## src/hdl/edep_pkg.sv

```systemverilog
`default_nettype none

package edep_pkg;

    // input kinds
    localparam logic KIND_PUSH = 1'b0;
    localparam logic KIND_POP  = 1'b1;

    // result status codes
    localparam logic [1:0] ST_OK        = 2'd0;
    localparam logic [1:0] ST_PUSH_FULL = 2'd1;
    localparam logic [1:0] ST_POP_EMPTY = 2'd2;

    localparam int TIME_BITS    = 64;
    localparam int OUT_PAY_BITS = 32;

    // one finished result, handed from the sequencer to the output register
    typedef struct packed {
        logic [1:0]                     status;
        logic signed [TIME_BITS-1:0]    popped_time;
        logic [OUT_PAY_BITS-1:0]        popped_payload;
        logic signed [TIME_BITS-1:0]    next_due_time;
        logic                           pool_empty;
    } res_t;

endpackage

`default_nettype wire

```

## src/hdl/edep_slot_mem.sv

```systemverilog
`default_nettype none

module edep_slot_mem #(
    parameter int SLOTS  = 16,
    parameter int PW     = 32,
    parameter int IW     = 4
) (
    input  wire logic                         clk,
    input  wire logic                         wr_en,
    input  wire logic [IW-1:0]                wr_addr,
    input  wire logic signed [edep_pkg::TIME_BITS-1:0] wr_time,
    input  wire logic [PW-1:0]                wr_payload,
    input  wire logic                         rd_en,
    input  wire logic [IW-1:0]                rd_addr,
    output logic signed [edep_pkg::TIME_BITS-1:0]      rd_time,
    output logic [PW-1:0]                     rd_payload
);
    import edep_pkg::*;

    // time and payload share one word per slot
    logic [TIME_BITS+PW-1:0] mem [SLOTS];
    logic [TIME_BITS+PW-1:0] rd_word_reg;

    always_ff @(posedge clk)
    begin
        if (wr_en)
        begin
            mem[wr_addr] <= {wr_time, wr_payload};
        end
        if (rd_en)
        begin
            rd_word_reg <= mem[rd_addr];
        end
    end

    assign rd_time    = $signed(rd_word_reg[TIME_BITS+PW-1:PW]);
    assign rd_payload = rd_word_reg[PW-1:0];

endmodule

`default_nettype wire

```

## src/hdl/edep_ctrl.sv

```systemverilog
`default_nettype none

module edep_ctrl #(
    parameter int SLOTS  = 16,
    parameter int PW     = 32,
    parameter int IW     = 4
) (
    input  wire logic                         clk,
    input  wire logic                         rst_n,
    // input channel
    input  wire logic                         in_valid,
    output logic                              in_stall,
    input  wire logic                         kind,
    input  wire logic signed [edep_pkg::TIME_BITS-1:0] event_time,
    input  wire logic [edep_pkg::OUT_PAY_BITS-1:0]     event_payload,
    // slot memory
    output logic                              wr_en,
    output logic [IW-1:0]                     wr_addr,
    output logic signed [edep_pkg::TIME_BITS-1:0]      wr_time,
    output logic [PW-1:0]                     wr_payload,
    output logic                              rd_en,
    output logic [IW-1:0]                     rd_addr,
    input  wire logic signed [edep_pkg::TIME_BITS-1:0] rd_time,
    input  wire logic [PW-1:0]                rd_payload,
    // result towards the output register
    output logic                              res_valid,
    output edep_pkg::res_t                    res,
    input  wire logic                         res_take
);
    import edep_pkg::*;

    typedef enum logic [2:0] {
        S_IDLE,
        S_FIND,
        S_POP_RD,
        S_SCAN,
        S_SCAN_END,
        S_RESULT
    } state_t;

    localparam logic [IW-1:0] LAST_IDX = IW'(SLOTS - 1);

    state_t                     state_reg;
    logic [IW-1:0]              idx_reg;
    logic [SLOTS-1:0]           valid_reg;
    logic                       ev_reg;
    logic [IW-1:0]              eslot_reg;
    logic signed [TIME_BITS-1:0] etime_reg;
    logic signed [TIME_BITS-1:0] time_reg;
    logic [PW-1:0]              pay_reg;
    logic [1:0]                 status_reg;
    logic signed [TIME_BITS-1:0] ptime_reg;
    logic [PW-1:0]              ppay_reg;
    // compare stage of the scan, registered behind the read issue
    logic                       chk_live_reg;
    logic                       chk_valid_reg;
    logic [IW-1:0]              chk_idx_reg;

    logic                       accept;
    logic                       slot_free;
    logic                       chk_hit;

    assign in_stall  = (state_reg != S_IDLE);
    assign accept    = in_valid && (state_reg == S_IDLE);
    assign slot_free = !valid_reg[idx_reg];
    assign chk_hit   = chk_live_reg && chk_valid_reg && (!ev_reg || (rd_time < etime_reg));

    assign wr_en      = (state_reg == S_FIND) && slot_free;
    assign wr_addr    = idx_reg;
    assign wr_time    = time_reg;
    assign wr_payload = pay_reg;

    assign rd_en   = (accept && (kind == KIND_POP)) || (state_reg == S_SCAN);
    assign rd_addr = (state_reg == S_SCAN) ? idx_reg : eslot_reg;

    assign res_valid          = (state_reg == S_RESULT);
    assign res.status         = status_reg;
    assign res.popped_time    = ptime_reg;
    assign res.popped_payload = OUT_PAY_BITS'(ppay_reg);
    assign res.next_due_time  = ev_reg ? etime_reg : '0;
    assign res.pool_empty     = !ev_reg;

    always_ff @(posedge clk or negedge rst_n)
    begin
        if (!rst_n)
        begin
            state_reg     <= S_IDLE;
            idx_reg       <= '0;
            valid_reg     <= '0;
            ev_reg        <= 1'b0;
            eslot_reg     <= '0;
            etime_reg     <= '0;
            status_reg    <= ST_OK;
            ptime_reg     <= '0;
            ppay_reg      <= '0;
            chk_live_reg  <= 1'b0;
            chk_valid_reg <= 1'b0;
            chk_idx_reg   <= '0;
            time_reg      <= '0;
            pay_reg       <= '0;
        end
        else
        begin
            chk_live_reg  <= (state_reg == S_SCAN);
            chk_valid_reg <= valid_reg[idx_reg];
            chk_idx_reg   <= idx_reg;

            if (chk_hit)
            begin
                ev_reg    <= 1'b1;
                eslot_reg <= chk_idx_reg;
                etime_reg <= rd_time;
            end

            case (state_reg)
                S_IDLE:
                begin
                    if (accept)
                    begin
                        time_reg  <= event_time;
                        pay_reg   <= event_payload[PW-1:0];
                        idx_reg   <= '0;
                        ptime_reg <= '0;
                        ppay_reg  <= '0;
                        if (kind == KIND_PUSH)
                        begin
                            state_reg <= S_FIND;
                        end
                        else if (!ev_reg)
                        begin
                            status_reg <= ST_POP_EMPTY;
                            state_reg  <= S_RESULT;
                        end
                        else
                        begin
                            state_reg <= S_POP_RD;
                        end
                    end
                end
                S_FIND:
                begin
                    if (slot_free)
                    begin
                        valid_reg[idx_reg] <= 1'b1;
                        // strictly earlier only: on a tie the older entry stays
                        if (!ev_reg || (time_reg < etime_reg))
                        begin
                            ev_reg    <= 1'b1;
                            eslot_reg <= idx_reg;
                            etime_reg <= time_reg;
                        end
                        status_reg <= ST_OK;
                        state_reg  <= S_RESULT;
                    end
                    else if (idx_reg == LAST_IDX)
                    begin
                        status_reg <= ST_PUSH_FULL;
                        state_reg  <= S_RESULT;
                    end
                    else
                    begin
                        idx_reg <= idx_reg + 1'b1;
                    end
                end
                S_POP_RD:
                begin
                    ptime_reg            <= rd_time;
                    ppay_reg             <= rd_payload;
                    valid_reg[eslot_reg] <= 1'b0;
                    ev_reg               <= 1'b0;
                    eslot_reg            <= '0;
                    etime_reg            <= '0;
                    status_reg           <= ST_OK;
                    idx_reg              <= '0;
                    state_reg            <= S_SCAN;
                end
                S_SCAN:
                begin
                    if (idx_reg == LAST_IDX)
                    begin
                        state_reg <= S_SCAN_END;
                    end
                    else
                    begin
                        idx_reg <= idx_reg + 1'b1;
                    end
                end
                S_SCAN_END:
                begin
                    state_reg <= S_RESULT;
                end
                S_RESULT:
                begin
                    if (res_take)
                    begin
                        state_reg <= S_IDLE;
                    end
                end
                default:
                begin
                    state_reg <= S_IDLE;
                end
            endcase
        end
    end

endmodule

`default_nettype wire

```

## src/hdl/earliest_deadline_event_pool.sv

```systemverilog
// earliest-deadline event pool: SLOTS timed events, each a signed 64-bit
// time and an opaque payload, kept in a single-port-read slot memory
//
// input channel (in_valid / in_stall): one transfer carries kind, event_time
// and event_payload. a push stores the event in the lowest free slot; a pop
// returns the pending event with the earliest time and frees its slot
// output channel (out_valid / out_stall): exactly one result transfer per
// input transfer, in order: status, popped fields, next_due_time, pool_empty
//
// a push walks the valid bits from slot 0 to the first free one. a pop
// rescans every slot through the memory read port, one slot per cycle
// with a registered read; a refused pop goes straight to its result.
// one item is worked on at a time; the next input transfer is taken once
// the result has moved into the output register
//
// reset clears all valid bits and the earliest-event tracking, so the pool
// starts empty; slot contents need no clearing. a full output register holds
// its result while out_stall is high; the sequencer then holds in_stall high
`default_nettype none

module earliest_deadline_event_pool #(
    parameter int SLOTS        = 16,
    parameter int PAYLOAD_BITS = 32
) (
    input  wire logic                         clk,
    input  wire logic                         rst_n,
    input  wire logic                         in_valid,
    output logic                              in_stall,
    input  wire logic                         kind,
    input  wire logic signed [edep_pkg::TIME_BITS-1:0] event_time,
    input  wire logic [edep_pkg::OUT_PAY_BITS-1:0]     event_payload,
    output logic                              out_valid,
    input  wire logic                         out_stall,
    output logic [1:0]                        status,
    output logic signed [edep_pkg::TIME_BITS-1:0]      popped_time,
    output logic [edep_pkg::OUT_PAY_BITS-1:0]          popped_payload,
    output logic signed [edep_pkg::TIME_BITS-1:0]      next_due_time,
    output logic                              pool_empty
);
    import edep_pkg::*;

    // stored payload width: the port only carries 32 bits
    localparam int PW = (PAYLOAD_BITS < OUT_PAY_BITS) ? PAYLOAD_BITS : OUT_PAY_BITS;
    localparam int IW = (SLOTS > 1) ? $clog2(SLOTS) : 1;

    logic                        wr_en;
    logic [IW-1:0]               wr_addr;
    logic signed [TIME_BITS-1:0] wr_time;
    logic [PW-1:0]               wr_payload;
    logic                        rd_en;
    logic [IW-1:0]               rd_addr;
    logic signed [TIME_BITS-1:0] rd_time;
    logic [PW-1:0]               rd_payload;

    logic                        res_valid;
    res_t                        res;
    logic                        res_take;

    logic                        out_valid_reg;
    res_t                        out_reg;

    edep_slot_mem #(
        .SLOTS (SLOTS),
        .PW    (PW),
        .IW    (IW)
    ) u_mem (
        .clk        (clk),
        .wr_en      (wr_en),
        .wr_addr    (wr_addr),
        .wr_time    (wr_time),
        .wr_payload (wr_payload),
        .rd_en      (rd_en),
        .rd_addr    (rd_addr),
        .rd_time    (rd_time),
        .rd_payload (rd_payload)
    );

    edep_ctrl #(
        .SLOTS (SLOTS),
        .PW    (PW),
        .IW    (IW)
    ) u_ctrl (
        .clk           (clk),
        .rst_n         (rst_n),
        .in_valid      (in_valid),
        .in_stall      (in_stall),
        .kind          (kind),
        .event_time    (event_time),
        .event_payload (event_payload),
        .wr_en         (wr_en),
        .wr_addr       (wr_addr),
        .wr_time       (wr_time),
        .wr_payload    (wr_payload),
        .rd_en         (rd_en),
        .rd_addr       (rd_addr),
        .rd_time       (rd_time),
        .rd_payload    (rd_payload),
        .res_valid     (res_valid),
        .res           (res),
        .res_take      (res_take)
    );

    // the output register is free when empty or when its result leaves now
    assign res_take = res_valid && (!out_valid_reg || !out_stall);

    always_ff @(posedge clk or negedge rst_n)
    begin
        if (!rst_n)
        begin
            out_valid_reg <= 1'b0;
        end
        else if (res_take)
        begin
            out_valid_reg <= 1'b1;
        end
        else if (!out_stall)
        begin
            out_valid_reg <= 1'b0;
        end
    end

    // payload register, loaded only on a new result so a stalled one holds
    always_ff @(posedge clk)
    begin
        if (res_take)
        begin
            out_reg <= res;
        end
    end

    assign out_valid      = out_valid_reg;
    assign status         = out_reg.status;
    assign popped_time    = out_reg.popped_time;
    assign popped_payload = out_reg.popped_payload;
    assign next_due_time  = out_reg.next_due_time;
    assign pool_empty     = out_reg.pool_empty;

endmodule

`default_nettype wire
```

## config.mk

```make
export PLATFORM = sky130hd
export DESIGN_NAME = earliest_deadline_event_pool
export DESIGN_NICKNAME = d
export VERILOG_FILES = /design/src/hdl/edep_pkg.sv /design/src/hdl/edep_slot_mem.sv /design/src/hdl/edep_ctrl.sv /design/src/hdl/earliest_deadline_event_pool.sv
export SDC_FILE = /design/constraint.sdc
export NUM_CORES = 2
export LEC_CHECK = 0
export BUFFER_PORTS_ARGS = -buffer_cell sky130_fd_sc_hd__buf_2
export CORE_UTILIZATION = 54
export DETAILED_ROUTE_END_ITERATION = 10
export PLACE_DENSITY = 0.71
export SYNTH_ARGS = -nofsm -noshare
export SYNTH_HDL_FRONTEND = slang
export SYNTH_SLANG_ARGS = --single-unit
```

## constraint.sdc

```tcl
create_clock -name clk -period 21.9 [get_ports clk]
set_input_delay 4.38 -clock clk [delete_from_list [all_inputs] [get_ports clk]]
set_output_delay 4.38 -clock clk [all_outputs]
set_load 0.05 [all_outputs]
```

Yosys cells after proc, flatten, opt, wreduce, memory -nomap -nowiden. Memories as Yosys holds them, arrays and structs flattened. A register that Yosys moved wholly into a read port is not among the register bits. Cells that the tools add are included.

Register bits: 456. Memory bits (writable): 1536. Input bits: 101. Output and inout bits: 165. Word-level logic and storage cells: 121. Memories: 1.

Memories: u_mem.mem (words 16, width 96, read ports 1, clocked after memory_dff 1, wr ports 1, line edep_slot_mem.sv:21) `logic [TIME_BITS+PW-1:0] mem [SLOTS];`.

$add $sub $neg: 1. $lt $le $gt $ge: 6. Equal/unequal tests: 15. Multiplexer cells: 47. Bitwise gates (word level): 3. Reduce and logical (&&, ||, !) cells: 28.

Operator list (count): $mux W64 (4); $pmux W64 S2 (2); $lt A64 B64 Y1 (2); $pmux W32 S2 (1); $mux W32 (1); $pmux W16 S2 (1); $mux W4 (7); $mux W3 (7); $pmux W3 S6 (1); $and A16 B16 Y16 (1); $mux W16 (1); $not A16 Y16 (1); $or A16 B16 Y16 (1); $pmux W4 S4 (1); $lt A4 B5 Y1 const B (2); $mux W1 (10); $mux W2 (5); $ne A2 B2 Y1 const B (5); $demux W1 S4 (2); $ge A4 B1 Y1 const B (2); $logic_and A1 B1 Y1 (8); $pmux W4 S2 (1); $eq A3 B2 Y1 const B (2); $eq A3 B3 Y1 const B (2); 18 further kinds (30).

Depth between registers and ports, before layout.
Depth after elaboration: 7. Mapped depth: 13. Mapped depth without buffers: 11.

By module. A second synthesis with hierarchy kept.

Cells, all modules: 4112. Area total of the unflattened synthesis: 80758.7 um2.

Modules (own cells, without submodules): edep_slot_mem (times used 1, cells each 2460, area an instance 60316.6 um2, sequential area each 49007.0 um2); edep_ctrl (times used 1, cells each 1486, area an instance 15503.6 um2, sequential area each 7307.0 um2); earliest_deadline_event_pool (times used 1, cells each 166, area an instance 4938.5 um2, sequential area each 4919.7 um2).

Least setup slack after synthesis. Ideal clock, no wire load.

Kind: input to register. From: in out_stall. To: reg out_reg, in the netlist next_due_time[0] (enable). Library setup time: 0.739 ns. Data arrival time: 12.231 ns. Data required time: 21.161 ns. Setup slack: 8.929 ns. Stages: 1. Buffers on the path: 0. Cell sequence: a21oi_1.

Word-level cells in the longest chain between the ends: 3.

RTL lines: start, declared (line earliest_deadline_event_pool.sv:33) `input wire logic out_stall,`; $logic_not A1 Y1; $logic_or A1 B1 Y1 (line earliest_deadline_event_pool.sv:104) `assign res_take = res_valid && (!out_valid_reg || !out_stall);`; $logic_and A1 B1 Y1 (line earliest_deadline_event_pool.sv:104); end signal, assigned (line earliest_deadline_event_pool.sv:127) `out_reg <= res;`; end, declared (line earliest_deadline_event_pool.sv:60) `res_t out_reg;`.

Every way passes these cells. A chain may end at the register's enable or synchronous reset.

Final worst setup path.
From: in out_stall. To: reg out_reg, in the netlist next_due_time[61] (enable).

Word-level cells in the longest chain between the ends: 3.

RTL lines: $logic_not A1 Y1; $logic_or A1 B1 Y1 (line earliest_deadline_event_pool.sv:104); $logic_and A1 B1 Y1 (line earliest_deadline_event_pool.sv:104); named net res_take (line earliest_deadline_event_pool.sv:57) `logic res_take;`.

The timed path passes the listed nets, and every way through them passes these cells.

==> results.sh <==
export IMPL_clk_pin_slew_ns=0.06
export IMPL_ctsHtreeMaxLevel=4
export IMPL_wl_met1_um=79760
export IMPL_detailed_place_hpwl_um=103400
export IMPL_cts_setup_buffers=0
export IMPL_grtUsageTotal=0.2581
export IMPL_synth_cell_types=57
export IMPL_p_leak_nw=32.24
export IMPL_holdBufCountCts=0
export IMPL_seq_area_um2=61230
export IMPL_num_rows=141
export IMPL_worstMarginPinSlew_ns=1.252
export IMPL_layout_drive_gt1_share=0.2454
export IMPL_antenna_found_initial=9
export IMPL_slew_headroom=0.1653
export IMPL_synth_async_reset_ratio=0.1403
export IMPL_finalSetupTns_ns=0
export IMPL_ys_flop_type="edfxtp_1"
export IMPL_critPathSlowestCell="buf_4"
export IMPL_irDropWorstVdd_mv=0.1221
export IMPL_finalNetCount=4863
export IMPL_yosys_top_cells_area="edfxtp_1 66%, mux4_2 11%, dfrtp_1 9.0%"
export IMPL_grt_pass1_wl_um=283500
export IMPL_cts_buffer_depth=3
export IMPL_cp_common_cell="buf_4"
export IMPL_start_util=0.5465
export IMPL_post_route_period_util=0.3126
export IMPL_drc=0
export IMPL_drt_iter0_drc=4454
export IMPL_die_x_um=389.7
export IMPL_hp_class="reg -> reg"
export IMPL_end_kind="flip-flop"
export IMPL_rsz0062_at_grt="false"
export IMPL_die_area_um2=151900
export IMPL_yosys_warnings=0
export IMPL_num_vias=42206
export IMPL_multi_input_area_um2=18920
export IMPL_powerDensity_nw_per_um2=139.8
export IMPL_syn_avg_cell_area_um2=18.86
export IMPL_synth_seq_cells=2088
export IMPL_maxSlewViolCount=0
export IMPL_cts_tree="built"
export IMPL_setup_ws_ns=15.05
export IMPL_die_h_um=389.7
export IMPL_synth_top_area_share=0.6640
export IMPL_worst_ep_arrival_time_ns=7.28
export IMPL_highest_signal_layer="met5"
export IMPL_design_core_area_um2=148500
export IMPL_worstSetupPathType="in -> reg"
export IMPL_io_buffer_count=265
export IMPL_synth_edf_count=1795
export IMPL_clock_skew_ns=0.03633
export IMPL_synthCells=4305
export IMPL_grt_overflow_total=0
export IMPL_wl_met3_um=19290
export IMPL_synth_seq_area_share=0.7543
export IMPL_drtAntennaViolNets=0
export IMPL_numCtsBuffers=204
export IMPL_largest_reg_flops=1536
export IMPL_status="finished clean"
export IMPL_fill_cells=10422
export IMPL_io_pins=266
export IMPL_first_pass_iters=5
export IMPL_wirelength_um=194200
export IMPL_grt_max_degree=161
export IMPL_slowest_delay_ns=0.79
export IMPL_place_ws_ns=14.14
export IMPL_synth_commonest_cells="1795 x edfxtp_1, 427 x nand2_1, 389 x mux4_2"
export IMPL_yosysMostFrequentCell="edfxtp_1"
export IMPL_avgRoutedWirePerCell_um=28.49
export IMPL_clkSinkCount=2088
export IMPL_required_ns=22.33
export IMPL_finalCriticalPeriod_ns=6.847
export IMPL_fmax_mhz=146.1
export IMPL_start_kind="input pin"
export IMPL_syn_nets=4536
export IMPL_max_cap_viol_count=0
export IMPL_crit_chain="buf_2 -> a21oi_4 -> buf_4 -> buf_4 -> buf_4"
export IMPL_report_final_setup_viol=0
export IMPL_hold_violations=0
export IMPL_postCtsResizedCells=0
export IMPL_yosysTopAreaCell="edfxtp_1"
export IMPL_grt_pass1_vias=42829
export IMPL_gp_congestion=0.8293
export IMPL_worstSkewPairLatency_ns=0.84
export IMPL_wl_met2_um=90580
export IMPL_viasPerCell=6.191
export IMPL_clockRootBuffer="clkbuf_16"
export IMPL_cp_max_fo=76
export IMPL_synth_area_um2=81180
export IMPL_area_delta_synth_final_pct=13.17
export IMPL_cp_num_buf_inv=4
export IMPL_critPathTopFamily="buffers and inverters"
final cells by class:
cell class | count | area share
Antenna cell | 2 | 0.00005447
Sequential cell | 2088 | 0.6665
Timing Repair Buffer | 353 | 0.02242
Multi-Input combinational cell | 1912 | 0.2060
Clock inverter | 112 | 0.01322
Tap cell | 2002 | 0.02726
Clock buffer | 275 | 0.06161
Inverter | 73 | 0.002982
stage by stage:
| stage | util | hold WS (ns) | std cells | area [um^2] | power (mW) |
|---|---|---|---|---|---|
| floorplan | - | 0.3993 | 4305 | 81180 | 8.195 |
| global placement | 0.5722 | 0.4313 | 6428 | 85000 | 9.230 |
| detailed placement | 0.5722 | 0.4296 | 6428 | 85000 | 9.331 |
| CTS | 0.6185 | 0.4459 | 6815 | 91870 | 12.89 |
| global route | 0.6185 | 0.4505 | 6817 | 91880 | 13.36 |
| finish | 0.6185 | 0.4451 | 6817 | 91880 | 12.84 |
logic make-up (layout without fill, tap and decap cells):
kind of cell	Yosys count	in the layout	synth area share
mux	558	558	0.1302
other cells	0	2	0
compound gates	502	502	0.04106
simple gates	721	721	0.03882
flops	2088	2088	0.7543
buf+inv	305	813	0.01546
xor+xnor	1	1	0.0001079
fa+ha+maj	130	130	0.02004
final timing paths:
path,from,end,cells after the start,slack [ns]
worst max-delay path,out_stall,next_due_time[61]$_SDFFCE_PN0P_,5,15.05
worst min-delay path,u_ctrl.ptime_reg[41]$_DFFE_PN0P_,popped_time[41]$_DFFE_PP_,0,0.45
worst max register to register,u_ctrl.state_reg[0]$_DFFE_PN0P_,u_mem.rd_word_reg[31]$_DFFE_PP_,9,16.02
worst min register to register,u_ctrl.ptime_reg[41]$_DFFE_PN0P_,popped_time[41]$_DFFE_PP_,0,0.45
max in group asynchronous,rst_n,u_ctrl.ptime_reg[42]$_DFFE_PN0P_,3,16.19
min in group asynchronous,rst_n,u_ctrl.wr_payload[28]$_DFFE_PN0P_,1,3.52
report_power, final:
group,leakage [nW],switching (mW),internal [mW]
Combinational,8.82,2.06,1.13
Clock,3.39,1.47,2.11
Sequential,20.0,0.662,5.41
Total,32.2,4.19,8.65
per-layer routing:
metal  vias to the layer above  GRT usage
met2                      1978     0.3977
li1                      17791          -
met3                       281    0.06841
met4                         6    0.07208
met1                     22150     0.3671
met5                         -          0
cells in the final DEF, fill, tap and decap left out, types with 83 or more instances in the layout:
| cell type | instances |
|---|---|
| a211oi_1 | 101 |
| a31oi_1 | 104 |
| and2_1 | 95 |
| buf_2 | 264 |
| buf_4 | 83 |
| clkbuf_16 | 211 |
| dfrtp_1 | 293 |
| edfxtp_1 | 1795 |
| ha_1 | 130 |
| mux2_2 | 96 |
| mux4_2 | 389 |
| nand2_1 | 426 |
| nor2_1 | 99 |
| o21ai_0 | 116 |
Power figures use the tool's default switching activity.
